[src/rtl/core/pcmag_pkg.sv]
// Shared types and register codes of the two-channel PCM address generator.
package pcmag_pkg;

  localparam logic [3:0] REG_RELOAD_LO_A = 4'h0;
  localparam logic [3:0] REG_RELOAD_HI_A = 4'h1;
  localparam logic [3:0] REG_START_0_A   = 4'h2;
  localparam logic [3:0] REG_START_1_A   = 4'h3;
  localparam logic [3:0] REG_START_2_A   = 4'h4;
  localparam logic [3:0] REG_TRIG_A      = 4'h5;
  localparam logic [3:0] REG_RELOAD_LO_B = 4'h6;
  localparam logic [3:0] REG_RELOAD_HI_B = 4'h7;
  localparam logic [3:0] REG_START_0_B   = 4'h8;
  localparam logic [3:0] REG_START_1_B   = 4'h9;
  localparam logic [3:0] REG_START_2_B   = 4'hA;
  localparam logic [3:0] REG_TRIG_B      = 4'hB;
  localparam logic [3:0] REG_LEVEL       = 4'hC;
  localparam logic [3:0] REG_LOOP        = 4'hD;

  localparam logic [3:0] NIBBLE_TOP      = 4'hF;
  localparam logic [3:0] SEVEN_RESTART   = 4'h9;

  typedef struct packed {
    logic       clk_level;
    logic       reset_active;
    logic       write_strobe_n;
    logic [3:0] bus_address;
    logic [7:0] bus_data;
    logic [7:0] rom_byte;
  } item_t;

  typedef struct packed {
    logic [16:0] rom_address;
    logic [6:0]  sample_a;
    logic [6:0]  sample_b;
    logic        level_strobe_n;
    logic        clock_e_n;
    logic        clock_q_n;
    logic        aux_clock_out;
  } result_t;

  typedef struct packed {
    logic [11:0] reload;
    logic [1:0]  mode;
    logic [16:0] start;
    logic        loop_en;
  } chan_cfg_t;

  typedef struct packed {
    logic level_n;
    logic trig_a;
    logic trig_b;
    logic pre_a;
    logic pre_b;
  } bus_ctl_t;

  typedef struct packed {
    logic e;
    logic q;
    logic d4;
    logic e_rise;
    logic d4_rise;
    logic d4_fall;
    logic aux;
  } clk_ctl_t;

endpackage

[src/rtl/core/pcmag_bus.sv]
// Bus interface: write-select edge detect, register decode and channel register file.
module pcmag_bus (
  input  logic                 clk,
  input  logic                 rst,
  input  logic                 step,
  input  logic                 write_strobe_n,
  input  logic [3:0]           bus_address,
  input  logic [7:0]           bus_data,
  output pcmag_pkg::bus_ctl_t  ctl,
  output pcmag_pkg::chan_cfg_t cfg_a,
  output pcmag_pkg::chan_cfg_t cfg_b
);

  logic                 p_ws;
  pcmag_pkg::chan_cfg_t reg_a;
  pcmag_pkg::chan_cfg_t reg_b;
  logic [3:0]           a;
  logic                 wfall;

  assign a     = {bus_address[3:1], ~bus_address[0]};
  assign wfall = p_ws && !write_strobe_n;

  always_comb begin
    ctl.level_n = !(!write_strobe_n && a == pcmag_pkg::REG_LEVEL);
    ctl.trig_a  = wfall && a == pcmag_pkg::REG_TRIG_A;
    ctl.trig_b  = wfall && a == pcmag_pkg::REG_TRIG_B;
    ctl.pre_a   = !write_strobe_n &&
                  (a == pcmag_pkg::REG_RELOAD_LO_A || a == pcmag_pkg::REG_RELOAD_HI_A);
    ctl.pre_b   = !write_strobe_n &&
                  (a == pcmag_pkg::REG_RELOAD_LO_B || a == pcmag_pkg::REG_RELOAD_HI_B);
  end

  always_comb begin
    cfg_a = reg_a;
    cfg_b = reg_b;
    if (wfall) begin
      unique case (a)
        pcmag_pkg::REG_RELOAD_LO_A: cfg_a.reload[7:0] = bus_data;
        pcmag_pkg::REG_RELOAD_HI_A: begin
          cfg_a.reload[11:8] = bus_data[3:0];
          cfg_a.mode         = bus_data[5:4];
        end
        pcmag_pkg::REG_START_0_A:   cfg_a.start[7:0]  = bus_data;
        pcmag_pkg::REG_START_1_A:   cfg_a.start[15:8] = bus_data;
        pcmag_pkg::REG_START_2_A:   cfg_a.start[16]   = bus_data[0];
        pcmag_pkg::REG_RELOAD_LO_B: cfg_b.reload[7:0] = bus_data;
        pcmag_pkg::REG_RELOAD_HI_B: begin
          cfg_b.reload[11:8] = bus_data[3:0];
          cfg_b.mode         = bus_data[5:4];
        end
        pcmag_pkg::REG_START_0_B:   cfg_b.start[7:0]  = bus_data;
        pcmag_pkg::REG_START_1_B:   cfg_b.start[15:8] = bus_data;
        pcmag_pkg::REG_START_2_B:   cfg_b.start[16]   = bus_data[0];
        pcmag_pkg::REG_LOOP: begin
          cfg_a.loop_en = bus_data[0];
          cfg_b.loop_en = bus_data[1];
        end
        default: begin
        end
      endcase
    end
  end

  always_ff @(posedge clk) begin
    if (rst) begin
      p_ws  <= 1'b0;
      reg_a <= '0;
      reg_b <= '0;
    end else if (step) begin
      p_ws  <= write_strobe_n;
      reg_a <= cfg_a;
      reg_b <= cfg_b;
    end
  end

endmodule

[src/rtl/core/pcmag_clock.sv]
// Clock chain: E and Q flops, divided channel clock, slow divider and seven-divider.
module pcmag_clock (
  input  logic                clk,
  input  logic                rst,
  input  logic                step,
  input  logic                clk_level,
  input  logic                chip_rst,
  input  logic [1:0]          mode_a,
  output pcmag_pkg::clk_ctl_t ctl
);

  logic       p_clk;
  logic       p_slow;
  logic       q;
  logic       e;
  logic       d4;
  logic [7:0] slow_div;
  logic [3:0] seven;
  logic       q_next;
  logic       e_next;
  logic       d4_next;
  logic [7:0] slow_div_next;
  logic [3:0] seven_next;
  logic       slow;
  logic       slow_rise;
  logic       pre_rise;

  always_comb begin
    q_next = chip_rst ? 1'b0 : ((p_clk && !clk_level) ? e : q);
    e_next = chip_rst ? 1'b0 : ((!p_clk && clk_level) ? !q_next : e);
    ctl.e_rise  = !e && e_next;
    d4_next = chip_rst ? 1'b0 : (ctl.e_rise ? !d4 : d4);
    ctl.d4_rise = !d4 && d4_next;
    ctl.d4_fall = d4 && !d4_next;
    ctl.e  = e_next;
    ctl.q  = q_next;
    ctl.d4 = d4_next;
    slow      = slow_div[7];
    slow_rise = !p_slow && slow;
    slow_div_next = chip_rst ? '0 : (ctl.d4_rise ? slow_div + 8'd1 : slow_div);
    pre_rise  = mode_a[0] ? slow_rise : ctl.d4_rise;
    ctl.aux   = mode_a[1] ? slow : (seven == pcmag_pkg::NIBBLE_TOP);
    if (chip_rst) begin
      seven_next = '0;
    end else if (pre_rise) begin
      seven_next = (seven == pcmag_pkg::NIBBLE_TOP) ? pcmag_pkg::SEVEN_RESTART : seven + 4'd1;
    end else begin
      seven_next = seven;
    end
  end

  always_ff @(posedge clk) begin
    if (rst) begin
      p_clk    <= 1'b0;
      p_slow   <= 1'b0;
      q        <= 1'b0;
      e        <= 1'b0;
      d4       <= 1'b0;
      slow_div <= '0;
      seven    <= '0;
    end else if (step) begin
      p_clk    <= clk_level;
      p_slow   <= slow;
      q        <= q_next;
      e        <= e_next;
      d4       <= d4_next;
      slow_div <= slow_div_next;
      seven    <= seven_next;
    end
  end

endmodule

[src/rtl/core/pcmag_channel.sv]
// One playback channel: nibble prescaler, ROM address counter, control flags and sample latch.
module pcmag_channel (
  input  logic                 clk,
  input  logic                 rst,
  input  logic                 step,
  input  logic                 chip_rst,
  input  logic                 phase,
  input  logic                 e_rise,
  input  logic                 latch,
  input  logic                 pre_w,
  input  logic                 trig_wr,
  input  logic [7:0]           rom_byte,
  input  pcmag_pkg::chan_cfg_t cfg,
  output logic [16:0]          address,
  output logic [6:0]           sample_next
);

  logic [11:0] pcount;
  logic [16:0] acount;
  logic [6:0]  sample;
  logic        f_rpre;
  logic        f_trig;
  logic        f_crst;
  logic        f_crld;
  logic        f_stop;

  logic [11:0] pcount_next;
  logic [16:0] acount_next;
  logic        rpre_next;
  logic        trig_next;
  logic        crst_next;
  logic        crld_next;
  logic        stop_next;
  logic [3:0]  lo;
  logic [3:0]  mi;
  logic [3:0]  hi;
  logic        lc;
  logic        mc;
  logic        hin;
  logic        hc;
  logic        carry;

  assign address = acount;

  always_comb begin
    rpre_next = pre_w ? 1'b1 : (e_rise ? 1'b0 : f_rpre);
    lo    = pcount[3:0];
    mi    = pcount[7:4];
    hi    = pcount[11:8];
    lc    = phase && lo == pcmag_pkg::NIBBLE_TOP;
    mc    = lc && mi == pcmag_pkg::NIBBLE_TOP;
    hin   = cfg.mode[1] ? phase : mc;
    hc    = hin && hi == pcmag_pkg::NIBBLE_TOP;
    carry = cfg.mode[0] ? mc : hc;
    if (!e_rise) begin
      pcount_next = pcount;
    end else if (rpre_next || carry) begin
      pcount_next = cfg.reload;
    end else begin
      pcount_next = {hi + {3'b000, hin}, mi + {3'b000, lc}, lo + {3'b000, phase}};
    end

    stop_next   = latch ? rom_byte[7] : f_stop;
    sample_next = latch ? rom_byte[6:0] : sample;

    priority if (f_crst) begin
      acount_next = '0;
    end else if (!e_rise) begin
      acount_next = acount;
    end else if (f_crld) begin
      acount_next = cfg.start;
    end else if (carry && cfg.mode[1]) begin
      acount_next = {acount[16:12] + 5'd1, acount[11:8] + 4'd1,
                     acount[7:4] + 4'd1, acount[3:0] + 4'd1};
    end else if (carry) begin
      acount_next = acount + 17'd1;
    end else begin
      acount_next = acount;
    end

    priority if (chip_rst) begin
      trig_next = 1'b1;
    end else if (trig_wr) begin
      trig_next = 1'b0;
    end else if (e_rise) begin
      trig_next = 1'b1;
    end else begin
      trig_next = f_trig;
    end
    if (chip_rst) begin
      crst_next = 1'b1;
    end else if (trig_next) begin
      crst_next = f_crst || (stop_next && !cfg.loop_en);
    end else begin
      crst_next = 1'b0;
    end
    crld_next = trig_next ? (stop_next && cfg.loop_en) : 1'b1;
  end

  always_ff @(posedge clk) begin
    if (rst) begin
      pcount <= '0;
      acount <= '0;
      sample <= '0;
      f_rpre <= 1'b0;
      f_trig <= 1'b1;
      f_crst <= 1'b1;
      f_crld <= 1'b0;
      f_stop <= 1'b0;
    end else if (step) begin
      pcount <= pcount_next;
      acount <= acount_next;
      sample <= sample_next;
      f_rpre <= rpre_next;
      f_trig <= trig_next;
      f_crst <= crst_next;
      f_crld <= crld_next;
      f_stop <= stop_next;
    end
  end

endmodule

[src/rtl/core/two_channel_pcm_address_generator_core.sv]
// Top level of the two-channel PCM address generator core.
//
// Each transfer on the item channel is one half period of the chip's master
// clock: clock level, chip reset, write select, address, data and the ROM
// byte read back for the address shown in the previous result. Each item
// gives exactly one transfer on the result channel: the multiplexed ROM
// address, the two latched channel samples, the level strobe and the E, Q
// and auxiliary clock pins.
// An item is held in an input register and processed combinationally into
// a result register; one item is taken every cycle while results are taken.
// When result_ready is low with a result waiting, the result register holds;
// an empty input register still takes one item, then item_ready drops until
// the result moves. Reset clears the valid flags of both registers, the
// clock chain, counters and the register file, and sets each channel's
// trigger and counter-reset flags. The chip reset carried in the item is
// separate and acts on the model state only.
module two_channel_pcm_address_generator_core (
  input  logic               clk,
  input  logic               rst,
  input  logic               item_valid,
  output logic               item_ready,
  input  pcmag_pkg::item_t   item,
  output logic               result_valid,
  input  logic               result_ready,
  output pcmag_pkg::result_t result
);

  logic                 in_vld;
  pcmag_pkg::item_t     in_q;
  pcmag_pkg::result_t   res_next;
  logic                 step;
  pcmag_pkg::bus_ctl_t  bus_ctl;
  pcmag_pkg::clk_ctl_t  clk_ctl;
  pcmag_pkg::chan_cfg_t cfg_a;
  pcmag_pkg::chan_cfg_t cfg_b;
  logic [16:0]          addr_a;
  logic [16:0]          addr_b;
  logic [6:0]           smp_a;
  logic [6:0]           smp_b;

  assign step       = in_vld && (!result_valid || result_ready);
  assign item_ready = !in_vld || step;

  always_ff @(posedge clk) begin
    if (rst) begin
      in_vld <= 1'b0;
    end else if (item_ready) begin
      in_vld <= item_valid;
    end
  end

  always_ff @(posedge clk) begin
    if (item_ready && item_valid) begin
      in_q <= item;
    end
  end

  pcmag_bus u_bus (
    .clk            (clk),
    .rst            (rst),
    .step           (step),
    .write_strobe_n (in_q.write_strobe_n),
    .bus_address    (in_q.bus_address),
    .bus_data       (in_q.bus_data),
    .ctl            (bus_ctl),
    .cfg_a          (cfg_a),
    .cfg_b          (cfg_b)
  );

  pcmag_clock u_clock (
    .clk       (clk),
    .rst       (rst),
    .step      (step),
    .clk_level (in_q.clk_level),
    .chip_rst  (in_q.reset_active),
    .mode_a    (cfg_a.mode),
    .ctl       (clk_ctl)
  );

  pcmag_channel u_chan_a (
    .clk         (clk),
    .rst         (rst),
    .step        (step),
    .chip_rst    (in_q.reset_active),
    .phase       (clk_ctl.d4),
    .e_rise      (clk_ctl.e_rise),
    .latch       (clk_ctl.d4_rise),
    .pre_w       (bus_ctl.pre_a),
    .trig_wr     (bus_ctl.trig_a),
    .rom_byte    (in_q.rom_byte),
    .cfg         (cfg_a),
    .address     (addr_a),
    .sample_next (smp_a)
  );

  pcmag_channel u_chan_b (
    .clk         (clk),
    .rst         (rst),
    .step        (step),
    .chip_rst    (in_q.reset_active),
    .phase       (!clk_ctl.d4),
    .e_rise      (clk_ctl.e_rise),
    .latch       (clk_ctl.d4_fall),
    .pre_w       (bus_ctl.pre_b),
    .trig_wr     (bus_ctl.trig_b),
    .rom_byte    (in_q.rom_byte),
    .cfg         (cfg_b),
    .address     (addr_b),
    .sample_next (smp_b)
  );

  always_comb begin
    res_next.rom_address    = clk_ctl.d4 ? addr_b : addr_a;
    res_next.sample_a       = smp_a;
    res_next.sample_b       = smp_b;
    res_next.level_strobe_n = bus_ctl.level_n;
    res_next.clock_e_n      = clk_ctl.e;
    res_next.clock_q_n      = clk_ctl.q;
    res_next.aux_clock_out  = clk_ctl.aux;
  end

  always_ff @(posedge clk) begin
    if (rst) begin
      result_valid <= 1'b0;
    end else if (step) begin
      result_valid <= 1'b1;
    end else if (result_ready) begin
      result_valid <= 1'b0;
    end
  end

  always_ff @(posedge clk) begin
    if (step) begin
      result <= res_next;
    end
  end

  a_ready_only_on_stall: assert property (@(posedge clk) disable iff (rst)
    !item_ready |-> (in_vld && result_valid && !result_ready))
    else $error("item_ready low without a stalled result");

  a_step_gives_result: assert property (@(posedge clk) disable iff (rst)
    step |=> result_valid)
    else $error("processed item did not produce a result");

  a_chip_reset_clocks: assert property (@(posedge clk) disable iff (rst)
    (step && in_q.reset_active) |=> (!result.clock_e_n && !result.clock_q_n))
    else $error("clock pins not cleared under chip reset");

endmodule
[config.mk]
export PLATFORM = sky130hd
export DESIGN_NAME = two_channel_pcm_address_generator_core
export DESIGN_NICKNAME = d
export VERILOG_FILES = /design/src/rtl/core/pcmag_pkg.sv /design/src/rtl/core/pcmag_bus.sv /design/src/rtl/core/pcmag_clock.sv /design/src/rtl/core/pcmag_channel.sv /design/src/rtl/core/two_channel_pcm_address_generator_core.sv
export SDC_FILE = /design/constraint.sdc
export NUM_CORES = 1
export LEC_CHECK = 0
export BUFFER_PORTS_ARGS = -buffer_cell sky130_fd_sc_hd__buf_4
export CORE_MARGIN = 2
export CORE_UTILIZATION = 50
export CTS_CLUSTER_DIAMETER = 100
export DETAILED_ROUTE_END_ITERATION = 10
export HOLD_SLACK_MARGIN = 0.02
export PLACE_DENSITY_LB_ADDON = 0.2
export SETUP_SLACK_MARGIN = 0.2
export SYNTH_ARGS = -nofsm -noshare
export SYNTH_HDL_FRONTEND = slang
export SYNTH_SLANG_ARGS = --single-unit
[constraint.sdc]
create_clock -name clk -period 3.24 [get_ports clk]
set_clock_uncertainty 0.05 [all_clocks]
set_input_delay 0.648 -clock clk [delete_from_list [all_inputs] [get_ports clk]]
set_output_delay 0.648 -clock clk [all_outputs]
set_load 0.1 [all_outputs]
# Word-level counts from Yosys, hierarchy flattened
# Cells that the tools add are included.
dict set report op_classes {
  n_addsub 18
  n_mul 0
  div 0
  order_cmp 0
  n_eq_ne 20
  shift 0
  mux 68
  n_bitwise 1
  n_reduce_logical 60
}
# cell count
set ops {}
lappend ops {{$mux 17} 11}
lappend ops {{$mux 32} 2}
lappend ops {{$mux 8} 8}
lappend ops {{$eq 4x4->1 const B} 13}
lappend ops {{$mux 1} 36}
lappend ops {{$add 17x1->17 const B} 2}
lappend ops {{$add 4x1->4 const B} 7}
lappend ops {{$logic_and 1x1->1} 26}
lappend ops {{$add 4x1->4} 6}
lappend ops {{$mux 12} 2}
lappend ops {{$mux 4} 5}
lappend ops {{$eq 4x3->1 const B} 4}
lappend ops {{$mux 7} 2}
lappend ops {{$logic_not 1->1} 13}
lappend ops {{$add 5x1->5 const B} 2}
lappend ops {{$reduce_bool 2->1} 5}
lappend ops {{$add 8x1->8 const B} 1}
lappend ops {{$eq 4x2->1 const B} 2}
lappend ops {{$logic_or 1x1->1} 8}
lappend ops {{$reduce_bool 4->1} 2}
lappend ops {{$reduce_and 2->1} 3}
lappend ops {{$reduce_and 3->1} 2}
lappend ops {{$eq 4x1->1 const B} 1}
lappend ops {{$logic_not 4->1} 1}
lappend ops {{2 further kinds} 3}
dict set report word_totals {
  reg_bits 224
  latchBits 0
  ram_bits 0
  mem_bits_ro 0
  in_bits 27
  output_inout_bits 37
  elab_cells 214
  mem_count 0
}

# Logic depth before layout (Yosys ltp)
# Gate-level depths: netlist (run 1).
dict set report logic_depth {
  word_depth 21
  ltp_mapped 13
  ltp_nobuf 11
}

# By module
# From an unflattened synthesis (run 1), not the netlist that was laid out.
dict set report unflattened {
  cells_unflattened 1246
  hier_area_um2 12229.2
}
# module instances cells_per_inst area_per_inst_um2 seq_area_each_um2
set modules_own_cells {}
lappend modules_own_cells {pcmag_channel 2 351 2808.9 820.8}
lappend modules_own_cells {pcmag_bus 1 331 3457.1 1301.2}
lappend modules_own_cells {two_channel_pcm_address_generator_core 1 88 2085.8 1781.7}
lappend modules_own_cells {pcmag_clock 1 125 1068.5 340.3}

# Worst setup path before layout (run 1)
# Ideal clock, no wire load.
dict set report synth_path {
  kind {reg-to-reg}
  startpoint {reg result_valid}
  endpoint {reg result[0] (netlist name), enable pin}
  setup_ps 413
  arrival_time_ps 2795
  required_time_ps 2777
  slack_ps -18
  path_stages_with_launch 7
  n_path_buf 3
  synth_period_minus_slack_ps 3258
  cell_sequence {dfxtp_1 nand2b_1 nand2_1 inv_1 clkbuf_1 clkbuf_1 buf_1}
}
dict set report synth_between {
  elab_chain_cells 3
}
# element line
set synth_rtl {}
lappend synth_rtl {{from (decl)} two_channel_pcm_address_generator_core.sv:23} ;# output logic result_valid,
lappend synth_rtl {{from (signal assigned)} two_channel_pcm_address_generator_core.sv:124} ;# result_valid <= 1'b0;
lappend synth_rtl {{from (signal assigned)} two_channel_pcm_address_generator_core.sv:126} ;# result_valid <= 1'b1;
lappend synth_rtl {{from (signal assigned)} two_channel_pcm_address_generator_core.sv:128} ;# result_valid <= 1'b0;
lappend synth_rtl {{$logic_not 1->1} two_channel_pcm_address_generator_core.sv:41} ;# assign step = in_vld && (!result_valid || result_ready);
lappend synth_rtl {{$logic_or 1x1->1} two_channel_pcm_address_generator_core.sv:41}
lappend synth_rtl {{$logic_and 1x1->1} two_channel_pcm_address_generator_core.sv:41}
lappend synth_rtl {{via step} two_channel_pcm_address_generator_core.sv:31} ;# logic step;
lappend synth_rtl {{to (signal assigned)} two_channel_pcm_address_generator_core.sv:134} ;# result <= res_next;
lappend synth_rtl {{to (decl)} two_channel_pcm_address_generator_core.sv:25} ;# output pcmag_pkg::result_t result
# The timed path passes the listed nets, and every way through them passes these cells.
# A chain may end at the register's enable or synchronous reset.

# Final worst setup path (run 1)
dict set report layout_path {
  startpoint {reg in_q[20] (netlist name)}
  endpoint {reg u_chan_a.acount[16], in the netlist u_chan_a.address[16]}
}
dict set report layout_between {
  elab_chain_cells 11
  elab_cells_between_ends 13
  cone_classes {mux (7); reduce/logical (6)}
}
# element line
set layout_rtl {}
lappend layout_rtl {{from (decl)} two_channel_pcm_address_generator_core.sv:29} ;# pcmag_pkg::item_t in_q;
lappend layout_rtl {{from (signal assigned)} two_channel_pcm_address_generator_core.sv:54} ;# in_q <= item;
lappend layout_rtl {{$logic_not 1->1 (*)} pcmag_bus.sv:21} ;# assign wfall = p_ws && !write_strobe_n;
lappend layout_rtl {{$logic_and 1x1->1 (*)} pcmag_bus.sv:21}
lappend layout_rtl {{$mux 32 (*)} pcmag_bus.sv:36} ;# if (wfall) begin
lappend layout_rtl {{$mux 1} pcmag_channel.sv:52} ;# hin = cfg.mode[1] ? phase : mc;
lappend layout_rtl {{$logic_and 1x1->1} pcmag_channel.sv:53} ;# hc = hin && hi == pcmag_pkg::NIBBLE_TOP;
lappend layout_rtl {{$mux 1} pcmag_channel.sv:54} ;# carry = cfg.mode[0] ? mc : hc;
lappend layout_rtl {{$logic_and 1x1->1} pcmag_channel.sv:72} ;# end else if (carry && cfg.mode[1]) begin
lappend layout_rtl {{$mux 17} pcmag_channel.sv:72}
lappend layout_rtl {{$mux 17} pcmag_channel.sv:70} ;# end else if (f_crld) begin
lappend layout_rtl {{$mux 17} pcmag_channel.sv:68} ;# end else if (!e_rise) begin
lappend layout_rtl {{$mux 17} pcmag_channel.sv:66} ;# priority if (f_crst) begin
lappend layout_rtl {{to (signal assigned)} pcmag_channel.sv:112} ;# acount <= acount_next;
lappend layout_rtl {{to (decl)} pcmag_channel.sv:19} ;# logic [16:0] acount;
# Mark *: on every way between the ends. The rest lies on a longest branch, timed or not. The select of a mux whose other input is x is not followed.

==> summary by stage, run 1 <==
STA
For the final routed database, the setup TNS stands at 0 ps. Setup repair after global routing could not meet its margin everywhere. Dividing the final minimum period by the clock period gives between 80 and 90%.

At the pin with the least slew margin, the transition time is 996 ps. The final setup violation count is 0. The peak clock frequency supported by timing is 350 MHz. After layout, the minimum clock period comes to around 2900 ps. The final number of max-transition violations is 0.

The count of final hold-check violations is 0. Headroom to the max-slew limit came out at around 33%.

Synth
The most common flop cell mapped by yosys is sky130_fd_sc_hd__dfxtp_1. In this run the cell area of the synthesized design comes to between 0.01 and 0.015 mm^2. Synthesis produced a netlist with a net count of 1,283. For this run, the number of Yosys warnings is 0. The cell type with the highest aggregate area in the netlist is sky130_fd_sc_hd__dfxtp_1. Counting flops with an async set or reset pin after synthesis yields a share of 0%.

The synthesized design devotes to its leading area cell type 29.2% of total area. In this run the mean area of a mapped cell was 9.22 um^2. The share of synthesized area occupied by flip-flops and latches is approximately 44%. Ranked by total cell area, the synthesized netlist is headed by sky130_fd_sc_hd__dfxtp_1 (29%), sky130_fd_sc_hd__edfxtp_1 (15%), sky130_fd_sc_hd__mux2i_1 (7.5%), sky130_fd_sc_hd__nand2_1 (4.5%), sky130_fd_sc_hd__nor2_1 (4.2%). The post-synthesis cell count is 1,234. The number of different library cells in the post-synthesis netlist is between 70 and 80. After synthesis the netlist holds a flip-flop and latch count of approximately 220. Counting flops with a built-in enable in the synthesized netlist gives 58.

GRT
The total track usage is ~25%. The maximum number of pins on one net before global-route repair is just under 60. The first global-routing pass estimated around 50,000 um of wire. The number of antenna violations at the first check in global routing is 0. The via count of the first global-routing pass was 9,028. The total global routing overflow is 0.

Setup path
Walking the worst path, the cells encountered are or4b_1, o221ai_1, nand2_1, a41oi_1, o41ai_1, a221o_1. On the worst path, the slowest cell contributes a delay of approximately 650 ps. The critical path class is reg2reg. Counting both buffers and inverters, the worst setup path holds a total of 0.

The startpoint kind of the worst setup timing path is a flip-flop. The worst-path cell with the longest stage delay is sky130_fd_sc_hd__or4b_1. The cell family contributing the most delay on the critical path is compound AO/OA/AOI/OAI gates. The highest net fanout along the worst path is 10. The worst setup path is captured at a flip-flop. STA puts the critical path data arrival time at 3220 ps.

The data required time of the worst path is 3600 ps.

Clocking
The worst-skew pair later-pin latency is 530 ps. The depth of the CTS H-tree is 1. Counting every sink on the clock net gives around 220.

TritonCTS built the clock tree. The tree is rooted in a sky130_fd_sc_hd__clkbuf_16. After clock tree synthesis, the clock-pin slew on the worst setup and hold paths is around 60 ps.

Counting along the longest clock path gives a buffer depth of 3. The number of buffers inserted for hold repair after clock tree synthesis is 0. The buffers inserted during post-CTS setup optimization is 0. The number of buffers created by CTS is 25.

Job
Max-cap violations in this run came to 0.

Placement
The routability congestion estimate from global placement is between 0.8 and 0.9. The area of placed instances is roughly 0.012 mm^2. The count of input and output buffers is 63. Summed over all nets, the half-perimeter wirelength after detailed placement is just over 20,000 um.

Floorplan
Measured along the y axis, the die boundary spans roughly 150 um. The number of top-level design ports is between 60 and 70. The core footprint is approximately 0.023 mm^2. The die outline area is roughly 0.024 mm^2. The starting density of the core is 50.6%. The x dimension of the die is ~150 um.

The initialized floorplan defines between 50 and 60 standard-cell rows.

Power
The leakage power is roughly 5.2 nW. The power after layout is between 0.006 and 0.007 W. The maximum vdd drop is 298 uV. The total power density per cell area is a little under 500 mW/mm^2.

Cells and area
The area growth from synthesis to final layout is 14.0%. Leaving out fill and tap cells, the most frequent cells in the layout are sky130_fd_sc_hd__dfxtp_1 (166), sky130_fd_sc_hd__nand2_1 (137), sky130_fd_sc_hd__nor2_1 (127). 0 antenna diodes ended up in the layout.

After routing the design area is around 0.013 mm^2. The fill cell total of the finished layout is 2,004. The number of nets in the layout is 1,331. The fraction of final layout cells sized beyond drive strength 1 is 15.4%. The most frequent standard cell in the layout excluding fill and tap cells is sky130_fd_sc_hd__dfxtp_1. The end-of-flow core utilization is around 58%.

Detailed routing
In the final routed layout, each cell accounts on average for a little under 20 um. In the routed design, unresolved DRC markers number 1. The total via count in the routed design is 9,583. After the first detailed-routing iteration, the DRC count stood at 745.

The average vias per placed instance is ~6. The detail route stage leaves a number of antenna-violating nets equal to 0. The pre-antenna-repair detailed-routing pass consisted of 8 iterations. The detailed-route wire length is about 31,000 um.

Outcome
The final reports fail on design-rule violations. The run finished, with violations left.

Min path
The type of the worst min-delay path is in2reg.
[through the flow]
| step | cells | setup WS (ps) | hold slack, ps |
|---|---|---|---|
| after floorplan | 1234 | 366 | 382 |
| after global placement | 1540 | 489 | 392 |
| after detailed placement | 1540 | 397 | 397 |
| after CTS | 1586 | 366 | 230 |
| after global routing | 1586 | 190 | 228 |
| final | 1586 | 384 | 240 |
[layer usage]
metal  GRT usage (%)  vias to the layer above  wire, um
met5               0                        -         0
met4            8.33                        0       948
li1                -                     4627         -
met2            40.0                      291     14000
met3            3.40                       62      1800
met1            35.5                     4603     13800
[synth_stat cells, types with 4 or more instances]
master / instances
sky130_fd_sc_hd__or2_2: 6
sky130_fd_sc_hd__and2_1: 6
sky130_fd_sc_hd__nand3_1: 68
sky130_fd_sc_hd__a31oi_1: 10
sky130_fd_sc_hd__nor3_1: 17
sky130_fd_sc_hd__buf_2: 8
sky130_fd_sc_hd__ha_1: 22
sky130_fd_sc_hd__mux2i_1: 85
sky130_fd_sc_hd__edfxtp_1: 58
sky130_fd_sc_hd__nand4_1: 18
sky130_fd_sc_hd__o211a_1: 9
sky130_fd_sc_hd__mux2_2: 31
sky130_fd_sc_hd__and4_1: 8
sky130_fd_sc_hd__o211ai_1: 4
sky130_fd_sc_hd__or3_1: 6
sky130_fd_sc_hd__nor3b_1: 9
sky130_fd_sc_hd__nand2_1: 137
sky130_fd_sc_hd__inv_1: 27
sky130_fd_sc_hd__o32ai_1: 12
sky130_fd_sc_hd__nor4_1: 7
sky130_fd_sc_hd__clkbuf_1: 65
sky130_fd_sc_hd__a31o_2: 5
sky130_fd_sc_hd__a21o_1: 13
sky130_fd_sc_hd__xor2_1: 8
sky130_fd_sc_hd__dfxtp_1: 166
sky130_fd_sc_hd__nor2_1: 127
sky130_fd_sc_hd__nand4b_1: 6
sky130_fd_sc_hd__a22oi_1: 8
sky130_fd_sc_hd__a211o_1: 7
sky130_fd_sc_hd__a211oi_1: 37
sky130_fd_sc_hd__o21ai_0: 24
sky130_fd_sc_hd__buf_1: 10
sky130_fd_sc_hd__a2111o_1: 4
sky130_fd_sc_hd__nor2b_1: 12
sky130_fd_sc_hd__a221o_1: 4
sky130_fd_sc_hd__a311oi_1: 7
sky130_fd_sc_hd__xnor2_1: 8
sky130_fd_sc_hd__a21oi_1: 63
sky130_fd_sc_hd__nand2b_1: 20
sky130_fd_sc_hd__o2bb2ai_1: 8
sky130_fd_sc_hd__o22ai_1: 8
sky130_fd_sc_hd__and3_1: 12
sky130_fd_sc_hd__o31ai_1: 7
[registers in the layout, indices dropped and copies added, names as in the netlist, 4 cells and up]
register / flops
u_chan_b.pcount: 12
u_clock.slow_div: 8
in_q: 23
u_chan_a.pcount: 12
u_bus.reg_a: 32
u_bus.reg_b: 32
result: 35
u_clock.seven: 4
u_chan_a.address: 17
u_chan_b.address: 17
u_chan_b.sample: 7
u_chan_a.sample: 7
[layout make-up]
| type | instances | area (um^2) | area share, % |
|---|---|---|---|
| Sequential cell | 224 | 5060 | 39.0 |
| Clock buffer | 33 | 686 | 5.28 |
| Clock inverter | 13 | 80.1 | 0.617 |
| Inverter | 30 | 115 | 0.887 |
| Tap cell | 285 | 357 | 2.75 |
| Timing Repair Buffer | 108 | 811 | 6.25 |
| Multi-Input combinational cell | 893 | 5860 | 45.2 |
[worst reg2reg max path, delay by kind of cell, from the launching register on]
| kind | cells | cell delay, ps |
|---|---|---|
| AO/OA/AOI/OAI | 4 | 1310 |
| flip-flops | 1 | 520 |
| AND/OR/NAND/NOR | 2 | 860 |
[kinds of logic (layout without fill, tap and decap cells)]
group / Yosys count / after routing / synth area share, %
buffers and inverters: 117 / 184 / 4.09
AO/OA/AOI/OAI: 262 / 262 / 16.6
multiplexers: 116 / 116 / 10.5
flip-flops: 224 / 224 / 44.5
XOR/XNOR: 16 / 16 / 1.23
AND/OR/NAND/NOR: 477 / 477 / 20.6
adder cells (fa/ha/maj): 22 / 22 / 2.42
[worst paths after layout]
kind / endpoint / depth (start not counted) / start / slack [ps]
min: in_q[4] / 1 / item[4] / 240
min reg2reg: u_bus.reg_a[7] / 2 / u_bus.reg_a[7] / 400
max reg2reg: u_chan_a.address[16] / 6 / in_q[20] / 380
max: u_chan_a.address[16] / 6 / in_q[20] / 380
[power breakdown]
part	leakage, nW	total, W	internal [W]	switching [W]
Combinational	2.88	0.000643	0.000191	0.000452
Sequential	1.90	0.00303	0.00296	0.0000729
Clock	0.373	0.00264	0.00149	0.00115
[what timing repair did]
action	in CTS	in global routing
gates resized for setup	0	2
setup endpoints to repair	0	2
endpoints found under the hold margin	0	0
Note: power is estimated with default switching activity, not from simulation.
==> run 2: changes to the inputs <==
--- a/config.mk
+++ b/config.mk
@@ -5,6 +5,7 @@
 export SDC_FILE = /design/constraint.sdc
 export NUM_CORES = 1
 export LEC_CHECK = 0
+export ABC_AREA = 1
 export BUFFER_PORTS_ARGS = -buffer_cell sky130_fd_sc_hd__buf_4
 export CORE_MARGIN = 2
 export CORE_UTILIZATION = 50
==> constraint.sdc (replaced) <==
create_clock -name clk -period 3.24 [get_ports clk]
set_clock_uncertainty 0.05 [all_clocks]
set_input_delay 0.648 -clock clk [delete_from_list [all_inputs] [get_ports clk]]
set_output_delay 0.648 -clock clk [all_outputs]
set_load 0.005 [all_outputs]
==> summary by stage, run 2 <==
Outcome
The flow ran to the end, and the final reports show no timing, DRC or antenna violations.

Synth
The share of synthesized flip-flops with an asynchronous set or reset is 0%. The cell area that synthesis handed to floorplanning was 0.0113 mm^2. The flip-flop and latch count after synthesis is 224. After synthesis, the cell types taking the most area are sky130_fd_sc_hd__dfxtp_1 (29%), sky130_fd_sc_hd__edfxtp_1 (15%), sky130_fd_sc_hd__nand2_1 (11%), sky130_fd_sc_hd__o21ai_0 (7.5%), sky130_fd_sc_hd__a21oi_1 (6.5%). During synthesis, Yosys emitted a total of 0 warnings.

sky130_fd_sc_hd__dfxtp_1 takes more of the synthesized area than any other cell. Counting flops with a built-in enable in the synthesized netlist gives 58. The most common flop cell mapped by yosys is sky130_fd_sc_hd__dfxtp_1. The most frequently used cell type in the post-synthesis netlist is sky130_fd_sc_hd__nand2_1.

By count the netlist is led by sky130_fd_sc_hd__nand2_1 (325), sky130_fd_sc_hd__inv_1 (192), sky130_fd_sc_hd__o21ai_0 (169). Of the post-synthesis cell area, the dominant cell type holds 29.5%. The post-synthesis cell count is between 1.5k and 2k. The share of synthesized area occupied by flip-flops and latches is 44.9%. Yosys mapped the design onto 47 distinct sky130hd cell types. Synthesis produced a netlist with a net count of 1,571. The average size of a mapped cell is approximately 7.4 um^2.

STA
For the pin with the worst max-slew slack, the measured transition is roughly 710 ps. For this run, the top clock speed supported by timing is 356 MHz. The post-route setup TNS is 0 ps. The post-route fraction of the period consumed by the critical path is slightly below 90%. The final number of max-transition violations is 0. The final setup violation count is 0. The count of final hold-check violations is 0. The time the final worst path needs with I/O delays and setup is 2810 ps. The worst pin sits at a relative slew slack of 52.3%. Setup repair after global routing could not meet its margin everywhere.

Setup path
The worst path buffer plus inverter count is 1. The critical path class is reg2reg. The critical path goes through nor2_1, nand2_2, nor2_1, a21oi_4, nand4_1, nand2_1, nand2_1, nand2_1, nand2_2, nand2_2, inv_1, nand2_1, a21oi_1. The data required time of the worst path is 3640 ps. The worst setup path is launched from a flip-flop. The highest net fanout along the worst path is 14. In this design, the largest share of critical-path delay is due to simple AND/OR/NAND/NOR gates. Counting stages on the worst path, the most repeated cell is sky130_fd_sc_hd__nand2_1. STA classifies the critical path endpoint as a flip-flop. For this design, the slowest cell found on the critical path is sky130_fd_sc_hd__edfxtp_1. The largest stage delay on the critical path is roughly 460 ps. The worst path arrival time is 3210 ps.

GRT
The total global routing overflow is 0. The number of antenna violations at the first check in global routing is 0. For this run, the total global-route usage over all layers was measured as 23.3%. The via count of the first global-routing pass is 8,818. The first global-routing pass estimated approximately 45,000 um of wire. Entering global routing, the biggest net connects 56 pins.

Detailed routing
The residual antenna-violating net count after detailed routing is 0. The final layout contains routed wiring with a total length of about 28,000 um. The wire length per cell is about 15 um. The iteration count of the initial detailed-routing pass is 5. The average vias per placed instance is 5.37. The detailed router placed roughly 10k vias in this run. The iteration-0 DRC count of the detailed router is a little under 800.

In the routed design, unresolved DRC markers number 0.

Power
The leakage power is around 5.7 nW. IR analysis of the VDD net gives a maximum drop of approximately 340 uV. Net switching is between 20% and 30% of the power.

The internal power is 0.00499 W. The clock network is responsible for between 40% and 50% of the overall power. Combinational logic is responsible for under 10% of the overall power. The sequential fraction of design power is a little under half.

The switching power total is 0.00164 W. For this design the ratio of total power to cell area is between 500 and 600 mW/mm^2.

Floorplan
For this design the top-level I/O count stands at 64. The starting density of the core is slightly above 50%. The die outline area is ~0.024 mm^2. The x dimension of the die is ~150 um. The core footprint is between 0.02 and 0.025 mm^2.

The standard-cell row count is 54. From bottom edge to top edge, the die measures around 150 um.

Cells and area
The finished cells cover between 0.01 and 0.015 mm^2. The area growth from synthesis to final layout is 13.4%. Fill cells in the final layout number 2,020. The largest registers in the layout are result: 35 flops, u_bus.reg_a: 32 flops, u_bus.reg_b: 32 flops. Leaving out fill and tap cells, the most frequent cell in the layout is sky130_fd_sc_hd__nand2_1. In the final design database the tool counted around 1.6k nets. The number of inserted diodes is 0. In the layout the commonest cells are sky130_fd_sc_hd__nand2_1 (323), sky130_fd_sc_hd__inv_1 (191), sky130_fd_sc_hd__o21ai_0 (169).

The register ranked first by flip-flop count is result. The register with the most flip-flops in the layout has 35 of them. Cells with a size suffix above 1 make up under 10% of the layout.

Clocking
The depth of the CTS H-tree is 1. The CTS tree is built. Once the clock tree was built, the setup fixing pass inserted 0 buffers.

After clock tree synthesis, the clock-pin slew on the worst setup and hold paths is roughly 60 ps. The number of buffers created by CTS is 25. For this design, the CTS-stage hold fixing added 0 buffers. The total number of clock tree sinks is 224. The cell chosen for the clock root is sky130_fd_sc_hd__clkbuf_16. The worst-skew pair later-pin latency is between 500 and 600 ps. The maximum buffer depth of the clock tree is 3.

Min path
The worst hold path belongs to the class in2reg.

Placement
The routability congestion estimate from global placement is roughly 0.9. The area of placed instances is ~0.012 mm^2. During placement, the flow inserted port buffers numbering between 60 and 70.

The final HPWL from detailed placement is ~19,000 um.

Job
The count of max-cap constraint violations is 0.
[run 2: power groups by stage]
stage               Clock [W]  Combinational [W]  Sequential, W
detailed placement          0           0.000604        0.00315
floorplan                   0           0.000420        0.00313
global route          0.00308           0.000687        0.00311
global placement            0           0.000590        0.00315
finish                0.00293           0.000609        0.00309
CTS                   0.00297           0.000608        0.00309
[run 2: cell families after synthesis]
logic type / Yosys count / share of synthesized area [%]
and+or+nand+nor: 577 / 21.5
buffers and inverters: 277 / 9.50
DFF: 224 / 44.9
xor gates and xnor gates: 34 / 2.64
adders and majority gates: 22 / 2.44
AOI/OAI and AO/OA: 384 / 18.7
muxes: 4 / 0.355
[run 2: what timing repair did]
action / CTS / global route
setup endpoints to repair: 0 / 22
resized for setup: 0 / 2
hold endpoints to repair: 0 / 0
[run 2: metrics by stage]
step | utilization [%] | power [W] | instances | hold WS [ps] | worst slack, ps
after global placement | 54.4 | 0.00374 | 1810 | 390 | 476
after global routing | 58.3 | 0.00687 | 1856 | 227 | 176
after floorplan | - | 0.00355 | 1522 | 377 | 503
final | 58.3 | 0.00663 | 1856 | 239 | 432
after CTS | 58.3 | 0.00667 | 1856 | 224 | 431
after detailed placement | 54.4 | 0.00376 | 1810 | 393 | 444
[run 2: cell type report]
cell class              instances  area (um^2)  area share [%]
inverters                     204          768            6.00
well taps                     280          350            2.74
multi-input cells            1021         5160            40.3
clock inverters                12          169            1.32
flip-flops and latches        224         5060            39.6
clock buffers                  34          669            5.23
repair buffers                 81          621            4.85
[run 2: worst paths after layout]
path	from	endpoint	slack, ps	cells past startpoint
max	in_q[18]	u_chan_a.address[2]	430	13
min	item[6]	in_q[6]	240	1
max reg2reg	in_q[18]	u_chan_a.address[2]	430	13
min reg2reg	u_clock.slow_div[6]	u_clock.slow_div[6]	410	2
[run 2: metal layers]
metal	vias up	track usage, %	part of all wire (%)
li1	5075	-	-
met1	4604	32.9	47
met2	252	37.9	45
met3	37	3.19	5.7
met4	0	5.79	1.9
met5	-	0	0
==> run 3: changes to the inputs <==
--- a/config.mk
+++ b/config.mk
@@ -9,6 +9,7 @@
 export BUFFER_PORTS_ARGS = -buffer_cell sky130_fd_sc_hd__buf_4
 export CORE_MARGIN = 2
 export CORE_UTILIZATION = 50
+export CTS_BUF_LIST = sky130_fd_sc_hd__clkbuf_4
 export CTS_CLUSTER_DIAMETER = 100
 export DETAILED_ROUTE_END_ITERATION = 10
 export HOLD_SLACK_MARGIN = 0.02
==> summary by stage, run 3 (synthesis results as in run 2) <==
Cells and area
The register ranked first by flip-flop count is result. The area growth from synthesis to final layout is 12.8%. The fraction of final layout cells sized beyond drive strength 1 is roughly an eighth. The area occupied by multi-input gates is around 0.0052 mm^2. Leaving out fill and tap cells, the most frequent cell in the layout is sky130_fd_sc_hd__nand2_1.

The number of nets in the layout is about 1.6k. The filler cells instantiated in the layout total around 2.1k. In the final layout, the registers with the most flip-flops are result: 35 flops, u_bus.reg_a: 32 flops, u_bus.reg_b: 32 flops. Leaving out fill and tap cells, the most frequent cells in the layout are sky130_fd_sc_hd__nand2_1 (322), sky130_fd_sc_hd__inv_1 (190), sky130_fd_sc_hd__o21ai_0 (169). The total area of sequential cells is roughly 0.0051 mm^2. The number of flip-flops under the largest register name is 35.

GRT
The total global routing overflow is 0. The number of antenna violations at the first check in global routing came to 1. The first global-routing pass estimated 45,500 um of wire. The maximum number of pins on one net before global-route repair is 56.

In the global route stage, overall resource usage came out at 23.5%. The via count of the first global-routing pass is approximately 9.0k.

Clocking
In this run the post-CTS setup repair buffer count came out at 0. The H-tree was split into 2 levels. Counting the buffers created by CTS gives a little under 60. TritonCTS built the clock tree. The worst-skew pair later-pin latency is between 600 and 700 ps. The maximum buffer depth of the clock tree is 3. The clock input transition at the sequential cells of the worst setup and hold paths is about 70 ps. The total number of clock tree sinks is 224. Clock tree synthesis selected as its root buffer the cell sky130_fd_sc_hd__clkbuf_4.

STA
The peak clock frequency supported by timing is between 300 and 400 MHz. Setup repair after global routing could not meet its margin everywhere. The count of final hold-check violations is 0. The final setup violation count is 0. At the pin with the least slew margin, the transition time is between 600 and 700 ps. The final number of max-transition violations came to 0. The post-route setup TNS is 0 ps. The final hold slack is 84.9 ps. The normalized max-slew margin is 56.6%. The time the final worst path needs with I/O delays and setup is roughly 2800 ps.

The post-route fraction of the period consumed by the critical path is between 80% and 90%.

Placement
The final HPWL from detailed placement is approximately 19,000 um. In this run the tool buffered the top-level ports with 63 buffer cells. The routability congestion estimate from global placement is 0.890.

Detailed routing
In the routed layout, each cell is associated on average with a via count of 5.28. The wire length per cell is about 15 um. The first detailed-routing pass took 5 iterations. The total via count in the routed design is 10.1k. After detailed routing, the number of remaining DRC violations is 0. The residual antenna-violating net count after detailed routing is 0.

The final layout contains routed wiring with a total length of 28,400 um. The iteration-0 DRC count of the detailed router is around 750.

Setup path
On the critical path the largest part of the delay comes from simple AND/OR/NAND/NOR gates. The worst-path cell with the longest stage delay is sky130_fd_sc_hd__edfxtp_1. The capture instance of the worst register-to-register path is u_chan_a.address[14]. The highest net fanout along the worst path is 15. The worst path arrival time is 3280 ps. The dominant cell type by count on the critical path is sky130_fd_sc_hd__nand2_1. The critical path is of the reg2reg type. The worst path buffer plus inverter count is 2.

The launching point of the worst reg2reg path is in_q[17]. Measured in cells, the most critical reg-to-reg path has a length of 14. The startpoint kind of the worst setup timing path is a flip-flop. The largest stage delay on the critical path is about 450 ps. The worst setup path is captured at a flip-flop. The critical path goes through inv_1, nand2_1, nor2_4, nand2_2, o21ai_4, nand4_1, nand2_1, nand2_1, nand2_1, nand2_2, nand2_4, clkinvlp_2, nand2_1, a21oi_1. The data required time of the worst path is roughly 3700 ps. The critical path runs through a total of 14 cells.

In this run the register-to-register setup slack is around 420 ps.

Power
In this run the power spent charging and discharging nets is ~0.0017 W. In this run the static leakage power is 5.78 nW. Cell internal power was estimated by the tool at between 0.004 and 0.005 W. The switching share of power is a little over a quarter. Of the total power, the clock network draws approximately 40%.

In this run the power density over the cells is between 400 and 500 mW/mm^2. Per report_power, the combinational group accounts for under 10% of the total. Per report_power, the sequential group accounts for between 50% and 60% of the total. The worst-case IR drop observed on VDD is about 300 uV.

Floorplan
The x dimension of the die is about 150 um. After floorplanning, the core was sized to cover ~0.022 mm^2. The floorplan step defined a die boundary enclosing 0.0238 mm^2. For this configuration, the core starts out at a cell density of between 50% and 60%. Pin placement for this block handled 64 I/O pins.

The floorplan step set the die height to roughly 150 um. The floorplan has 54 rows.

Job
Across the run, the number of max-cap violations was 0.

Min path
The path with the worst hold slack has its endpoint at in_q[11]. The type of the worst min-delay path is in2reg. The number of cells on the worst hold path is 1. The worst hold path startpoint is item[11].

Outcome
The run finished with clean final reports.
-- run 3: cell types whose count changed in the layout (fill, tap and decap cells not counted), sizes merged --
cell	before	now
diode	0	1
bufinv	4	0
inv	202	201
clkinv	9	16
clkbuf	34	93
clkinvlp	1	2
-- run 3: worst max-delay path by stage --
| stage | startpoint | endpoint | slack (ps) |
|---|---|---|---|
| after detailed placement | in_q[22] | u_chan_b.pcount[4] | 440 |
| after CTS | in_q[17] | u_chan_a.address[2] | 400 |
| after floorplan | result_ready | result[0] | 500 |
| final | in_q[17] | u_chan_a.address[14] | 420 |
| after global placement | in_q[19] | u_chan_a.address[5] | 480 |
| after global routing | in_q[22] | u_chan_b.address[15] | 190 |
-- run 3: final cells by class --
cell class	instances	share of cell area [%]
well taps	280	2.75
clock buffers	93	5.48
inverters	204	6.06
repair buffers	81	4.87
flip-flops and latches	224	39.8
repair inverters	1	0.0393
multi-input cells	1021	40.6
diodes	1	0.0197
clock inverters	14	0.423
-- run 3: power by group through the flow --
stage	Clock [W]	Combinational (W)	Sequential, W
global route	0.00267	0.000687	0.00310
detailed placement	0	0.000604	0.00315
floorplan	0	0.000420	0.00313
CTS	0.00251	0.000606	0.00309
global placement	0	0.000590	0.00315
finish	0.00246	0.000609	0.00309
-- run 3: what timing repair did --
item | in CTS | in global routing
endpoints found under the setup margin | 0 | 29
endpoints found under the hold margin | 0 | 0
resized for setup | 0 | 5
hold buffers | 0 | 0
-- run 3: per-layer routing --
metal  vias to the layer above  global-route usage [%]  routed length (um)
met3                        46                    4.06                1500
met4                         0                    6.72                 476
li1                       5174                       -                   -
met1                      4663                    32.6               13500
met5                         -                       0                   0
met2                       243                    37.9               12900
-- run 3: stage by stage --
stage               cell area (um^2)  total power (W)  utilization [%]  instances  setup WS, ps
floorplan                      11300          0.00355                -       1522           503
global placement               12000          0.00374             54.4       1810           476
detailed placement             12000          0.00376             54.4       1810           444
CTS                            12700          0.00620             57.9       1917           400
global route                   12700          0.00646             58.0       1919           188
finish                         12700          0.00616             58.0       1919           424
